<file path="src/rtl/core/c4f_pkg.sv">
// Shared constants, codes, types and a helper function of the C4-free edge insert block.
`default_nettype none
package c4f_pkg;

   localparam int MAX_ROWS   = 64;
   localparam int MAX_COLS   = 64;
   localparam int ROW_W      = $clog2(MAX_ROWS);
   localparam int COL_W      = $clog2(MAX_COLS);
   localparam int NROWS_W    = $clog2(MAX_ROWS + 1);
   localparam int NCOLS_W    = $clog2(MAX_COLS + 1);
   localparam int VERT_W     = 6;
   localparam int SIZE_W     = 7;
   localparam int CNT_W      = 13;
   localparam int OUTCOME_W  = 3;
   localparam int CSR_IDX_W  = 1;
   localparam int CSR_DATA_W = SIZE_W;

   localparam logic FUNC_ADD   = 1'b0;
   localparam logic FUNC_CLEAR = 1'b1;

   localparam logic [CSR_IDX_W-1:0] CSR_ROWS_IN_USE = 1'b0;
   localparam logic [CSR_IDX_W-1:0] CSR_COLS_IN_USE = 1'b1;

   localparam logic [OUTCOME_W-1:0] OUT_PRESENT  = 3'd0;
   localparam logic [OUTCOME_W-1:0] OUT_ADDED    = 3'd1;
   localparam logic [OUTCOME_W-1:0] OUT_REJECTED = 3'd2;
   localparam logic [OUTCOME_W-1:0] OUT_RANGE    = 3'd3;
   localparam logic [OUTCOME_W-1:0] OUT_CLEARED  = 3'd4;

   typedef struct packed {
      logic [OUTCOME_W-1:0] outcome;
      logic [CNT_W-1:0]     edge_total;
   } result_type;

   typedef struct packed {
      logic [SIZE_W-1:0] rows_in_use;
      logic [SIZE_W-1:0] cols_in_use;
   } sizes_type;

   function automatic logic [MAX_COLS-1:0] cols_mask(input logic [NCOLS_W-1:0] ncols);
      logic [MAX_COLS-1:0] m;
      for (int i = 0; i < MAX_COLS; i++) begin
         m[i] = (i < int'(ncols));
      end
      return m;
   endfunction

endpackage
`default_nettype wire

</file>
<file path="src/rtl/core/c4f_req_if.sv">
// Request channel interface: operation and edge vertices with valid/ready.
`default_nettype none
interface c4f_req_if
   import c4f_pkg::*;
();
   logic              valid;
   logic              ready;
   logic              func;
   logic [VERT_W-1:0] row_vertex;
   logic [VERT_W-1:0] col_vertex;

   modport source (output valid, output func, output row_vertex, output col_vertex,
                   input ready);
   modport sink   (input valid, input func, input row_vertex, input col_vertex,
                   output ready);
endinterface
`default_nettype wire

</file>
<file path="src/rtl/core/c4f_rsp_if.sv">
// Response channel interface: outcome code and edge count with valid/ready.
`default_nettype none
interface c4f_rsp_if
   import c4f_pkg::*;
();
   logic                 valid;
   logic                 ready;
   logic [OUTCOME_W-1:0] outcome;
   logic [CNT_W-1:0]     edge_total;

   modport source (output valid, output outcome, output edge_total, input ready);
   modport sink   (input valid, input outcome, input edge_total, output ready);
endinterface
`default_nettype wire

</file>
<file path="src/rtl/core/c4_free_greedy_edge_insert.sv">
// Top level of the C4-free greedy edge insert block: size registers and response stage.
`default_nettype none
// The block keeps a bipartite adjacency matrix in a row-wide synchronous memory and answers
// one request at a time. A clear request or an out-of-range edge goes from acceptance
// straight to the response register, an edge that is already present is found when its
// own row is read, and every other try-add scans the nrows rows in use, nrows being the
// effective row count: the cycle test reads each row in use at most once through the
// memory's single read port. Rows carry valid bits that reset and clear requests drop
// at once, so no clearing pass is needed and a request can be taken in the first cycle
// after reset. A finished response waits in its output register while the next request is accepted.
module c4_free_greedy_edge_insert
   import c4f_pkg::*;
(
   input  wire logic                  clock,
   input  wire logic                  reset,
   c4f_req_if.sink                    req_ch,
   c4f_rsp_if.source                  rsp_ch,
   input  wire logic                  csr_we,
   input  wire logic [CSR_IDX_W-1:0]  csr_index,
   input  wire logic [CSR_DATA_W-1:0] csr_wdata
);
   sizes_type  sizes_ff, sizes_in;
   logic       rsp_valid_ff, rsp_valid_in;
   result_type rsp_data_ff;
   logic       res_valid;
   result_type res;
   logic       res_take;

   c4f_engine u_engine (
      .clock    (clock),
      .reset    (reset),
      .req_ch   (req_ch),
      .sizes    (sizes_ff),
      .res_valid(res_valid),
      .res      (res),
      .res_take (res_take)
   );

   assign res_take          = res_valid && (!rsp_valid_ff || rsp_ch.ready);
   assign rsp_ch.valid      = rsp_valid_ff;
   assign rsp_ch.outcome    = rsp_data_ff.outcome;
   assign rsp_ch.edge_total = rsp_data_ff.edge_total;

   always_comb begin
      sizes_in = sizes_ff;
      if (csr_we) begin
         unique case (csr_index)
            CSR_ROWS_IN_USE: sizes_in.rows_in_use = csr_wdata;
            CSR_COLS_IN_USE: sizes_in.cols_in_use = csr_wdata;
            default: sizes_in = sizes_ff;
         endcase
      end
      rsp_valid_in = rsp_valid_ff;
      if (res_take) begin
         rsp_valid_in = 1'b1;
      end else if (rsp_ch.ready) begin
         rsp_valid_in = 1'b0;
      end
   end

   always_ff @(posedge clock) begin
      if (reset) begin
         sizes_ff     <= '{rows_in_use: SIZE_W'(64), cols_in_use: SIZE_W'(64)};
         rsp_valid_ff <= 1'b0;
      end else begin
         sizes_ff     <= sizes_in;
         rsp_valid_ff <= rsp_valid_in;
      end
   end

   always_ff @(posedge clock) begin
      if (res_take) begin
         rsp_data_ff <= res;
      end
   end
endmodule
`default_nettype wire

</file>
<file path="src/rtl/core/c4f_ram.sv">
// Generic single-write, single-read synchronous RAM with registered read data.
`default_nettype none
module c4f_ram #(
   parameter int DEPTH = 64,
   parameter int WIDTH = 64
) (
   input  wire logic                     clock,
   input  wire logic                     wr_en,
   input  wire logic [$clog2(DEPTH)-1:0] wr_addr,
   input  wire logic [WIDTH-1:0]         wr_data,
   input  wire logic                     rd_en,
   input  wire logic [$clog2(DEPTH)-1:0] rd_addr,
   output logic      [WIDTH-1:0]         rd_data
);
   logic [WIDTH-1:0] mem [DEPTH];

   always_ff @(posedge clock) begin
      if (wr_en) begin
         mem[wr_addr] <= wr_data;
      end
   end

   always_ff @(posedge clock) begin
      if (rd_en) begin
         rd_data <= mem[rd_addr];
      end
   end
endmodule
`default_nettype wire

</file>
<file path="src/rtl/core/c4f_engine.sv">
// Sequencer that tests and inserts one edge by scanning the adjacency memory row by row, and clears the matrix.
`default_nettype none
module c4f_engine
   import c4f_pkg::*;
(
   input  wire logic       clock,
   input  wire logic       reset,
   c4f_req_if.sink         req_ch,
   input  wire sizes_type  sizes,
   output logic            res_valid,
   output result_type      res,
   input  wire logic       res_take
);
   localparam logic [2:0] ST_IDLE   = 3'd0;
   localparam logic [2:0] ST_ROWRD  = 3'd1;
   localparam logic [2:0] ST_SCAN   = 3'd2;
   localparam logic [2:0] ST_WRITE  = 3'd3;
   localparam logic [2:0] ST_RESULT = 3'd4;

   logic [2:0]          state_ff, state_in;
   logic [MAX_ROWS-1:0] row_valid_ff, row_valid_in;
   logic [CNT_W-1:0]    count_ff, count_in;
   logic                rd_valid_ff;
   logic [ROW_W-1:0]    r_ff, r_in;
   logic [COL_W-1:0]    c_ff, c_in;
   logic [NROWS_W-1:0]  nrows_ff, nrows_in;
   logic [NCOLS_W-1:0]  ncols_ff, ncols_in;
   logic [NROWS_W-1:0]  ptr_ff, ptr_in;
   logic [MAX_COLS-1:0] mask_ff, mask_in;
   logic [MAX_COLS-1:0] row_ff, row_in;
   result_type          res_ff, res_in;

   logic                rd_en;
   logic [ROW_W-1:0]    rd_addr;
   logic [MAX_COLS-1:0] ram_q;
   logic [MAX_COLS-1:0] q_row;
   logic [MAX_COLS-1:0] c_bit;
   logic                wr_en;
   logic                accept;
   logic [NROWS_W-1:0]  eff_rows;
   logic [NCOLS_W-1:0]  eff_cols;
   logic                in_range;

   c4f_ram #(.DEPTH(MAX_ROWS), .WIDTH(MAX_COLS)) u_ram (
      .clock   (clock),
      .wr_en   (wr_en),
      .wr_addr (r_ff),
      .wr_data (row_ff),
      .rd_en   (rd_en),
      .rd_addr (rd_addr),
      .rd_data (ram_q)
   );

   assign req_ch.ready = (state_ff == ST_IDLE);
   assign accept       = req_ch.valid && req_ch.ready;
   assign q_row        = rd_valid_ff ? ram_q : '0;
   assign c_bit        = MAX_COLS'(1) << c_ff;
   assign res_valid    = (state_ff == ST_RESULT);
   assign res          = res_ff;

   always_comb begin
      eff_rows = (int'(sizes.rows_in_use) > MAX_ROWS) ? NROWS_W'(MAX_ROWS)
                                                      : NROWS_W'(sizes.rows_in_use);
      eff_cols = (int'(sizes.cols_in_use) > MAX_COLS) ? NCOLS_W'(MAX_COLS)
                                                      : NCOLS_W'(sizes.cols_in_use);
      in_range = (int'(req_ch.row_vertex) < int'(eff_rows)) &&
                 (int'(req_ch.col_vertex) < int'(eff_cols));
   end

   always_comb begin
      state_in     = state_ff;
      row_valid_in = row_valid_ff;
      count_in     = count_ff;
      r_in         = r_ff;
      c_in         = c_ff;
      nrows_in     = nrows_ff;
      ncols_in     = ncols_ff;
      ptr_in       = ptr_ff;
      mask_in      = mask_ff;
      row_in       = row_ff;
      res_in       = res_ff;
      rd_en        = 1'b0;
      rd_addr      = ptr_ff[ROW_W-1:0];
      wr_en        = 1'b0;
      unique case (state_ff)
         ST_IDLE: begin
            if (accept) begin
               if (req_ch.func == FUNC_CLEAR) begin
                  row_valid_in = '0;
                  count_in     = '0;
                  res_in       = '{outcome: OUT_CLEARED, edge_total: '0};
                  state_in     = ST_RESULT;
               end else if (!in_range) begin
                  res_in   = '{outcome: OUT_RANGE, edge_total: count_ff};
                  state_in = ST_RESULT;
               end else begin
                  r_in     = ROW_W'(req_ch.row_vertex);
                  c_in     = COL_W'(req_ch.col_vertex);
                  nrows_in = eff_rows;
                  ncols_in = eff_cols;
                  rd_en    = 1'b1;
                  rd_addr  = ROW_W'(req_ch.row_vertex);
                  state_in = ST_ROWRD;
               end
            end
         end
         ST_ROWRD: begin
            if ((q_row & c_bit) != '0) begin
               res_in   = '{outcome: OUT_PRESENT, edge_total: count_ff};
               state_in = ST_RESULT;
            end else begin
               mask_in  = q_row & cols_mask(ncols_ff) & ~c_bit;
               row_in   = q_row | c_bit;
               rd_en    = 1'b1;
               rd_addr  = '0;
               ptr_in   = NROWS_W'(1);
               state_in = ST_SCAN;
            end
         end
         ST_SCAN: begin
            if (((q_row & c_bit) != '0) && ((q_row & mask_ff) != '0)) begin
               res_in   = '{outcome: OUT_REJECTED, edge_total: count_ff};
               state_in = ST_RESULT;
            end else if (ptr_ff == nrows_ff) begin
               state_in = ST_WRITE;
            end else begin
               rd_en   = 1'b1;
               rd_addr = ptr_ff[ROW_W-1:0];
               ptr_in  = ptr_ff + NROWS_W'(1);
            end
         end
         ST_WRITE: begin
            wr_en              = 1'b1;
            row_valid_in[r_ff] = 1'b1;
            count_in           = count_ff + CNT_W'(1);
            res_in             = '{outcome: OUT_ADDED, edge_total: count_ff + CNT_W'(1)};
            state_in           = ST_RESULT;
         end
         ST_RESULT: begin
            if (res_take) begin
               state_in = ST_IDLE;
            end
         end
         default: begin
            state_in = ST_IDLE;
         end
      endcase
   end

   always_ff @(posedge clock) begin
      if (reset) begin
         state_ff     <= ST_IDLE;
         row_valid_ff <= '0;
         count_ff     <= '0;
         rd_valid_ff  <= 1'b0;
      end else begin
         state_ff     <= state_in;
         row_valid_ff <= row_valid_in;
         count_ff     <= count_in;
         if (rd_en) begin
            rd_valid_ff <= row_valid_ff[rd_addr];
         end
      end
   end

   always_ff @(posedge clock) begin
      r_ff     <= r_in;
      c_ff     <= c_in;
      nrows_ff <= nrows_in;
      ncols_ff <= ncols_in;
      ptr_ff   <= ptr_in;
      mask_ff  <= mask_in;
      row_ff   <= row_in;
      res_ff   <= res_in;
   end
endmodule
`default_nettype wire

</file>
<file path="src/flat_wrapper.sv">
// flat-port wrapper written by rule: the top's interface ports become plain ports
module c4_free_greedy_edge_insert_flat import c4f_pkg::*;
  (clock, reset, csr_we, csr_index, csr_wdata, req_ch_valid, req_ch_func, req_ch_row_vertex, req_ch_col_vertex, req_ch_ready, rsp_ch_valid, rsp_ch_outcome, rsp_ch_edge_total, rsp_ch_ready);
  c4f_req_if req_ch_i ();
  c4f_rsp_if rsp_ch_i ();
  input  wire logic clock;
  input  wire logic reset;
  input  wire logic csr_we;
  input  wire logic [CSR_IDX_W-1:0] csr_index;
  input  wire logic [CSR_DATA_W-1:0] csr_wdata;
  input wire logic [$bits(req_ch_i.valid)-1:0] req_ch_valid;
  input wire logic [$bits(req_ch_i.func)-1:0] req_ch_func;
  input wire logic [$bits(req_ch_i.row_vertex)-1:0] req_ch_row_vertex;
  input wire logic [$bits(req_ch_i.col_vertex)-1:0] req_ch_col_vertex;
  output wire logic [$bits(req_ch_i.ready)-1:0] req_ch_ready;
  output wire logic [$bits(rsp_ch_i.valid)-1:0] rsp_ch_valid;
  output wire logic [$bits(rsp_ch_i.outcome)-1:0] rsp_ch_outcome;
  output wire logic [$bits(rsp_ch_i.edge_total)-1:0] rsp_ch_edge_total;
  input wire logic [$bits(rsp_ch_i.ready)-1:0] rsp_ch_ready;
  assign req_ch_i.valid = req_ch_valid;
  assign req_ch_i.func = req_ch_func;
  assign req_ch_i.row_vertex = req_ch_row_vertex;
  assign req_ch_i.col_vertex = req_ch_col_vertex;
  assign req_ch_ready = req_ch_i.ready;
  assign rsp_ch_valid = rsp_ch_i.valid;
  assign rsp_ch_outcome = rsp_ch_i.outcome;
  assign rsp_ch_edge_total = rsp_ch_i.edge_total;
  assign rsp_ch_i.ready = rsp_ch_ready;
  c4_free_greedy_edge_insert u_core (.clock(clock), .reset(reset), .req_ch(req_ch_i), .rsp_ch(rsp_ch_i), .csr_we(csr_we), .csr_index(csr_index), .csr_wdata(csr_wdata));
endmodule
</file>
<file path="config.mk">
export PLATFORM = sky130hd
export DESIGN_NAME = c4_free_greedy_edge_insert_flat
export DESIGN_NICKNAME = d
export VERILOG_FILES = /design/src/rtl/core/c4f_pkg.sv /design/src/rtl/core/c4f_req_if.sv /design/src/rtl/core/c4f_rsp_if.sv /design/src/rtl/core/c4_free_greedy_edge_insert.sv /design/src/rtl/core/c4f_ram.sv /design/src/rtl/core/c4f_engine.sv /design/src/flat_wrapper.sv
export SDC_FILE = /design/constraint.sdc
export NUM_CORES = 2
export LEC_CHECK = 0
export BUFFER_PORTS_ARGS = -buffer_cell sky130_fd_sc_hd__clkbuf_2
export CORE_AREA = 10 10 635 699
export DETAILED_ROUTE_END_ITERATION = 6
export DIE_AREA = 0 0 645 709
export GPL_TIMING_DRIVEN = 0
export SLEW_MARGIN = 10
export SYNTH_ARGS = -nofsm -noshare
export SYNTH_HDL_FRONTEND = slang
export SYNTH_SLANG_ARGS = --single-unit
export TNS_END_PERCENT = 100
</file>
<file path="constraint.sdc">
create_clock -name clock -period 13.2 [get_ports clock]
set_clock_uncertainty 0.05 [all_clocks]
set_input_delay 2.64 -clock clock [delete_from_list [all_inputs] [get_ports clock]]
set_output_delay 2.64 -clock clock [all_outputs]
set_load 0.01 [all_outputs]
</file>
# Word level (Yosys, flattened, before mapping)
# Memory sizes are Yosys's and may differ from the RTL's. A register that Yosys moved wholly into a read port is not among the register bits.
# Index checks and enable logic that the tools add are counted.
[totals]
ff_bits = 289
latch_bits = 0
ram_bits = 4096
mem_bits_ro = 0
input_bits = 26
wordCells = 188
n_memories = 1
[op_classes]
n_addsub = 2
n_mul = 0
div_mod_pow = 0
order_cmp = 71
n_eq_ne = 15
shifts = 1
mux = 48
bitwise_logic = 10
reduce_logical = 22
[memory_table]
columns = ["memory", "depth", "word_bits", "read_ports", "rd_ports_with_merged_regs", "write_ports", "line_no", "rtl"]
rows = [
  ["u_core.u_engine.u_ram.mem", 64, 64, 1, 1, 1, "c4f_ram.sv:15", "logic [WIDTH-1:0] mem [DEPTH];"],
]
[ops]
columns = ["cell", "n"]
rows = [
  ["bitwise AND 64 bit", 4],
  ["less-than comparator 6 x 7 -> 1 bit, first input constant", 32],
  ["2-to-1 mux 64 bit", 3],
  ["OR 64 bit", 2],
  ["case mux 64 bit (2 select lines)", 1],
  ["nonzero test 64 bit", 2],
  ["less-than comparator 5 x 7 -> 1 bit, first input constant", 16],
  ["2-to-1 mux 16 bit", 5],
  ["NOT 64 bit", 1],
  ["case mux 16 bit (4 select lines)", 1],
  ["<< shifter 1 x 6 -> 64 bit, first input constant", 1],
  ["less-than comparator 4 x 7 -> 1 bit, first input constant", 8],
  ["2-to-1 mux 7 bit", 5],
  ["less-than comparator 3 x 7 -> 1 bit, first input constant", 4],
  ["2-to-1 mux 13 bit", 2],
  ["case mux 13 bit (2 select lines)", 1],
  ["2-to-1 mux 6 bit", 4],
  ["2-to-1 mux 3 bit", 7],
  ["case mux 3 bit (5 select lines)", 1],
  ["greater-than comparator 7 bit, second input constant", 2],
  ["less-than comparator 1 x 7 -> 1 bit, first input constant", 2],
  ["less-than comparator 2 x 7 -> 1 bit, first input constant", 2],
  ["less-than comparator 6 x 7 -> 1 bit", 2],
  ["less-than comparator 6 x 7 -> 1 bit, second input constant", 2],
  ["other kinds (27)", 59],
]

# Longest topological paths before layout
[depth]
word_depth = 10
ltp_mapped = 20
mapped_depth_nobuf = 14

# Hierarchy
# A second synthesis with hierarchy kept.
[unflattened]
cells_unflattened = 7964
area_unflattened_um2 = 170980.2
[by_module_without_submodules]
columns = ["mod", "instances", "cells_each", "area_per_inst_um2", "seq_area_each_um2"]
rows = [
  ["c4f_ram", 1, 6598, 156984.3, 124919.8],
  ["c4f_engine", 1, 1289, 12876.1, 6936.7],
  ["c4_free_greedy_edge_insert", 1, 77, 1119.8, 780.7],
]

# Worst setup path after synthesis
# Ideal clock, no wire load.
[synth_path]
kind = "input -> register"
from = "input port req_ch_col_vertex[4]"
to = "register u_core.u_engine.u_ram.rd_data[1], read port of u_core.u_engine.u_ram.mem (data pin)"
setup_ps = 256
t_arrival_ps = 6066
t_required_ps = 12894
setup_slack_ps = 6828
stages = 14
path_cell_list = "ha_1 a21oi_1 nor3b_1 nor4_1 nand3_1 inv_1 clkbuf_1 a22oi_1 nand2_1 buf_2 buf_1 o22ai_1 a31oi_1 nor2_1"
[synth_between]
elab_chain_len = 6
elab_cells_between_ends = 10
classes_between = "1 x order compare; 8 x mux; 1 x reduce/logical"
[synth_rtl]
columns = ["element", "line_no", "rtl"]
rows = [
  ["from (decl)", "flat_wrapper.sv:14", "input wire logic [$bits(req_ch_i.col_vertex)-1:0] req_ch_col_vertex;"],
  ["less-than comparator 6 x 7 -> 1 bit *", "c4f_engine.sv:67", "(int'(req_ch.col_vertex) < int'(eff_cols));"],
  ["logical AND 1 bit *", "c4f_engine.sv:66", "in_range = (int'(req_ch.row_vertex) < int'(eff_rows)) &&"],
  ["2-to-1 mux 1 bit / 2-to-1 mux 6 bit (equally long branches)", "c4f_engine.sv:93", "end else if (!in_range) begin"],
  ["2-to-1 mux 1 bit / 2-to-1 mux 6 bit (equally long branches)", "c4f_engine.sv:88", "if (req_ch.func == FUNC_CLEAR) begin"],
  ["2-to-1 mux 1 bit / 2-to-1 mux 6 bit (equally long branches)", "c4f_engine.sv:87", "if (accept) begin"],
  ["case mux 1 bit (3 select lines) / case mux 6 bit (2 select lines) (equally long branches)", "c4f_engine.sv:85", "unique case (state_ff)"],
  ["to (decl)", "c4f_ram.sv:13", "output logic [WIDTH-1:0] rd_data"],
]
# Every way passes the cells marked *; elsewhere a longest branch is shown, timed or not.
# A chain may end at the register's enable or synchronous reset.

# Worst setup path after layout
[layout_path]
from = "input port req_ch_row_vertex[4]"
to = "register u_core.u_engine.u_ram.rd_data[38], read port of u_core.u_engine.u_ram.mem (data pin)"
[layout_between]
elab_chain_len = 6
elab_cells_between_ends = 10
classes_between = "1 x order compare; 8 x mux; 1 x reduce/logical"
[layout_rtl]
columns = ["element", "line_no", "rtl"]
rows = [
  ["from (decl)", "flat_wrapper.sv:13", "input wire logic [$bits(req_ch_i.row_vertex)-1:0] req_ch_row_vertex;"],
  ["less-than comparator 6 x 7 -> 1 bit", "c4f_engine.sv:66", ""],
  ["logical AND 1 bit", "c4f_engine.sv:66", ""],
  ["2-to-1 mux 1 bit / 2-to-1 mux 6 bit (equally long branches)", "c4f_engine.sv:93", ""],
  ["2-to-1 mux 1 bit / 2-to-1 mux 6 bit (equally long branches)", "c4f_engine.sv:88", ""],
  ["2-to-1 mux 1 bit / 2-to-1 mux 6 bit (equally long branches)", "c4f_engine.sv:87", ""],
  ["case mux 1 bit (3 select lines) / case mux 6 bit (2 select lines) (equally long branches)", "c4f_engine.sv:85", ""],
]
# Parallel ways exist; a longest one is shown, timed or not.

==> run summary <==
The flow ran to the end, but the final reports show violations. The checks that failed: DRC. The placer's final routability congestion estimate came out at 0.989. The later pin in the worst-skew pair is clocked with a latency of 1.03 ns. The final core utilization is 46.9%. For this run, the slowest stage of the critical path takes 1.00 ns.

Counting both buffers and inverters, the worst setup path holds a total of 5. The number of endpoints with negative hold slack in the final report is 0. The worst hold path endpoint is u_core.rsp_ch.edge_total[2]. The kind of cell with the highest combined delay along the critical path is buffers and inverters.

The arrival time of the worst setup path came out at 10.39 ns. The post-detailed-route count of antenna-violating nets is 0. The total count of max-transition violations in the final report is 0. The total grt overflow is 0.

The fill cell instance count of the final layout is 35200. The total power consumption of the routed design is 33400 uW. In the final routed layout, each cell accounts on average for 35.5 um. The HPWL reported at the end of detailed placement came out at 391000 um. Along the worst path, the maximum fanout reaches 10. In this run the biggest area consumer among cell types represents 76.5% of the synthesized area.

The die covers 457000 um2. Buffers added to address setup during post-CTS repair amount to 0. Among all flip-flop cells after synthesis, the most frequent one is sky130_fd_sc_hd__edfxtp_1. The count of maximum capacitance violations is 0. The final layout contains 9159 nets. The number of cells in the finished layout apart from fillers came out at 15200. For this configuration, the core starts out at a cell density of 39.9%. The post-route clock period utilization came out at 74.0%. The die width is 645 um.

The critical path in this run is classified as primary input to register. The highest clock frequency the design can meet is 102 MHz. In this run the worst hold path is classified as register to register. The fraction of final layout cells with drive strength greater than 1 is 24.9%. In this run the critical register-to-register path is captured at u_core.u_engine.u_ram.rd_data[38]. By area the synthesized netlist is led by sky130_fd_sc_hd__edfxtp_1 76%, sky130_fd_sc_hd__mux4_2 13%, sky130_fd_sc_hd__a22oi_1 1.5%, sky130_fd_sc_hd__dfxtp_1 1.1%, sky130_fd_sc_hd__nand2_1 0.96%. The worst register-to-register path begins at u_core.u_engine.c_ff[3]. Counting along the longest clock path gives a buffer depth of 4.

The cell area that synthesis handed to floorplanning was 171000 um2. The worst ir drop on vdd came out at 0.111 mV. The pin count of the biggest net entering global routing is 88.

The number of setup violations in the final report came out at 0. The synthesized instance count is 8263. The initial antenna violation count came out at 45. The part of the Yosys area used for sequential elements came out at 77.6%. The detailed-route via count is 91300.

The floorplan core area came out at 428000 um2. Headroom to the max-slew limit came out at 5.14%. The synthesized design spends more area on one cell type than any other, namely sky130_fd_sc_hd__edfxtp_1. The most critical setup path has its startpoint at req_ch_row_vertex[4].

The pre-antenna-repair detailed-routing pass consisted of 7 iterations. The placed instances occupy a cell area of 187000 um2. The clock net in this run drives a total of 4449 sinks. For this design the static power due to leakage is 0.0630 uW. The total number of placement rows came out at 252. The vertical die dimension came out at 709 um.

The signed area change from the synthesized netlist to the final layout is 17.6%. The register cell area after layout came out at 133000 um2. Clock-pin slew was measured on the worst setup and hold paths at 0.06 ns. The depth of the worst register-to-register path came out at 16. The area occupied by multi-input gates is 36400 um2. The average instance area after synthesis is 20.7 um2. TritonCTS built the clock tree.

The most common cell in the synthesized netlist is sky130_fd_sc_hd__edfxtp_1. The warning count from the yosys run came out at 0. The number of cells after detailed placement came out at 14400.

The distinct cell type count of the synthesized netlist came out at 78. The post-detailed-route via-to-cell ratio came out at 6.00. CTS placed an instance of sky130_fd_sc_hd__clkbuf_16 at the clock tree root.

The setup slack on the worst flop-to-flop path is 4.50 ns. The standard cell with the maximum stage delay on the critical path is sky130_fd_sc_hd__o22ai_1. The worst hold path begins at u_core.u_engine.res[2]. The fraction of registers with async set or reset after synthesis came out at 0%.

The finished cells cover 201000 um2. The net count after synthesis is 8301. The number of ports placed on the die boundary is 44. The number of port buffers is 41. The worst setup path is captured at a register. The power density relative to cell area came out at 166 nW/um2. The count of cells along the worst hold path is 0. In this run, synthesis inferred 4353 flip-flops with an integrated enable. The minimum clock period came out at 9.77 ns. The number of global-route vias before repair came out at 91900. The number of CTS-inserted buffers came out at 429. Setup repair after global routing left no endpoint under its margin.

After detailed routing, the number of remaining DRC violations is 6. The number of cells upsized or downsized after cts is 0. In the global route stage, overall resource usage came out at 23.1%. The deepest level of the CTS H-tree is 5. The first global-routing pass estimated 741000 um of wire. The critical path data required time came out at 13.82 ns.

Walking the worst path, the cells encountered are clkbuf_2, ha_1, a21oi_1, o22ai_1, nor4_1, nand3_1, inv_1, mux2_2, a21boi_2, buf_2, buf_2, clkbuf_1, mux4_2, a22oi_1, nand2_1, o22ai_1, nor2_1. The aggregate routed wire length is 541000 um. The type of origin of the critical path is a primary input. The synthesis-stage register bit count is 4449.

For this design, the CTS-stage hold fixing added 0 buffers. At the pin with the least slew margin, the transition time is 1.42 ns. The commonest cells after synthesis are 4353 x sky130_fd_sc_hd__edfxtp_1, 951 x sky130_fd_sc_hd__mux4_2, 436 x sky130_fd_sc_hd__nand2_1. The initial detailed-routing violation count is 12900.
registers in the layout, indices dropped and copies added (netlist names):
signal                         count
u_core.rsp_ch.edge_total          13
u_core.rsp_ch.outcome              3
u_core.rsp_ch.valid                1
u_core.sizes_ff                   14
u_core.u_engine.c_ff               6
u_core.u_engine.count_ff          13
u_core.u_engine.mask_ff           64
u_core.u_engine.ncols_ff           7
u_core.u_engine.nrows_ff           7
u_core.u_engine.ptr_ff             7
u_core.u_engine.r_ff               6
u_core.u_engine.rd_valid_ff        1
u_core.u_engine.res               16
u_core.u_engine.row_ff            64
u_core.u_engine.row_valid_ff      64
u_core.u_engine.state_ff           3
u_core.u_engine.u_ram.mem       4096
u_core.u_engine.u_ram.rd_data     64
routing by layer:
metal	vias up	routed length (um)	GRT usage, %
met4	20	30200	10.8
met2	5038	263000	38.5
met5	-	136	0
li1	36300	-	-
met3	1136	53700	5.64
met1	48800	194000	28.5
how the worst max path moves through the flow:
stage	end	slack [ns]	cells past startpoint
global route	u_core.u_engine.u_ram.rd_data[29]	3.55	17
detailed placement	u_core.u_engine.u_ram.rd_data[29]	2.89	17
global placement	u_core.u_engine.u_ram.rd_data[3]	-0.43	13
CTS	u_core.u_engine.u_ram.rd_data[29]	3.95	17
floorplan	u_core.u_engine.u_ram.rd_data[1]	6.83	14
finish	u_core.u_engine.u_ram.rd_data[38]	3.43	17
stage by stage:
step,setup slack (ns),hold WS (ns),setup TNS (ns)
floorplan,6.83,0.350,0
global placement,-0.426,0.352,-6.62
detailed placement,2.89,0.358,0
CTS,3.95,0.372,0
global route,3.55,0.375,0
finish,3.43,0.369,0
worst register-to-register path, stage by stage (launching register included):
cell                       delay (ns)
sky130_fd_sc_hd__edfxtp_1        0.56
sky130_fd_sc_hd__buf_2           0.32
sky130_fd_sc_hd__buf_2           0.30
sky130_fd_sc_hd__nand4b_1        0.58
sky130_fd_sc_hd__nor2_1          0.61
sky130_fd_sc_hd__a31oi_1         0.09
sky130_fd_sc_hd__o211ai_1        0.54
sky130_fd_sc_hd__o41ai_4         0.31
sky130_fd_sc_hd__a21boi_2        0.78
sky130_fd_sc_hd__buf_2           0.40
sky130_fd_sc_hd__buf_2           0.94
sky130_fd_sc_hd__clkbuf_1        0.75
sky130_fd_sc_hd__mux4_2          0.44
sky130_fd_sc_hd__a22oi_1         0.29
sky130_fd_sc_hd__nand2_1         0.17
sky130_fd_sc_hd__o22ai_1         1.00
sky130_fd_sc_hd__nor2_1          0.23
cell families after synthesis:
logic type	count (synthesis)	synth area share [%]
fa+ha+maj	12	0.0878
compound gates	1058	4.20
simple gates	1052	2.75
xor+xnor	12	0.0615
flops	4449	77.6
buf+inv	514	1.46
mux	1166	13.8
layout by cell type, fill, tap and decap left out, drive strengths merged, types with 21 or more instances in the layout:
cell type     n
inv          39
nor2        296
a22o         27
mux4        951
nand2       436
o22ai       133
dfxtp        96
o21ai       161
clkbuf      814
clkinv      200
nand3        94
diode        21
a21oi       152
a31oi        72
bufinv       44
a22oi       332
mux2         66
mux2i       149
a221oi       64
buf         617
nand2b       30
nor3         40
edfxtp     4353
area by class of cell:
cell class / count / area share [%]
Buffer: 488 / 1.21
Sequential cell: 4449 / 66.0
Tap cell: 5715 / 3.56
Clock buffer: 516 / 5.57
Inverter: 26 / 0.0523
Multi-Input combinational cell: 3300 / 18.1
Timing Repair Buffer: 427 / 4.16
Clock inverter: 276 / 1.35
Antenna cell: 21 / 0.0261
where the power goes:
part	switching [uW]	internal (uW)	leakage, uW
combinational	3430	1840	0.0161
clock	5370	6910	0.00678
sequential	189	15700	0.0401
total	8990	24400	0.0630
(Power assumes the default switching activity.)
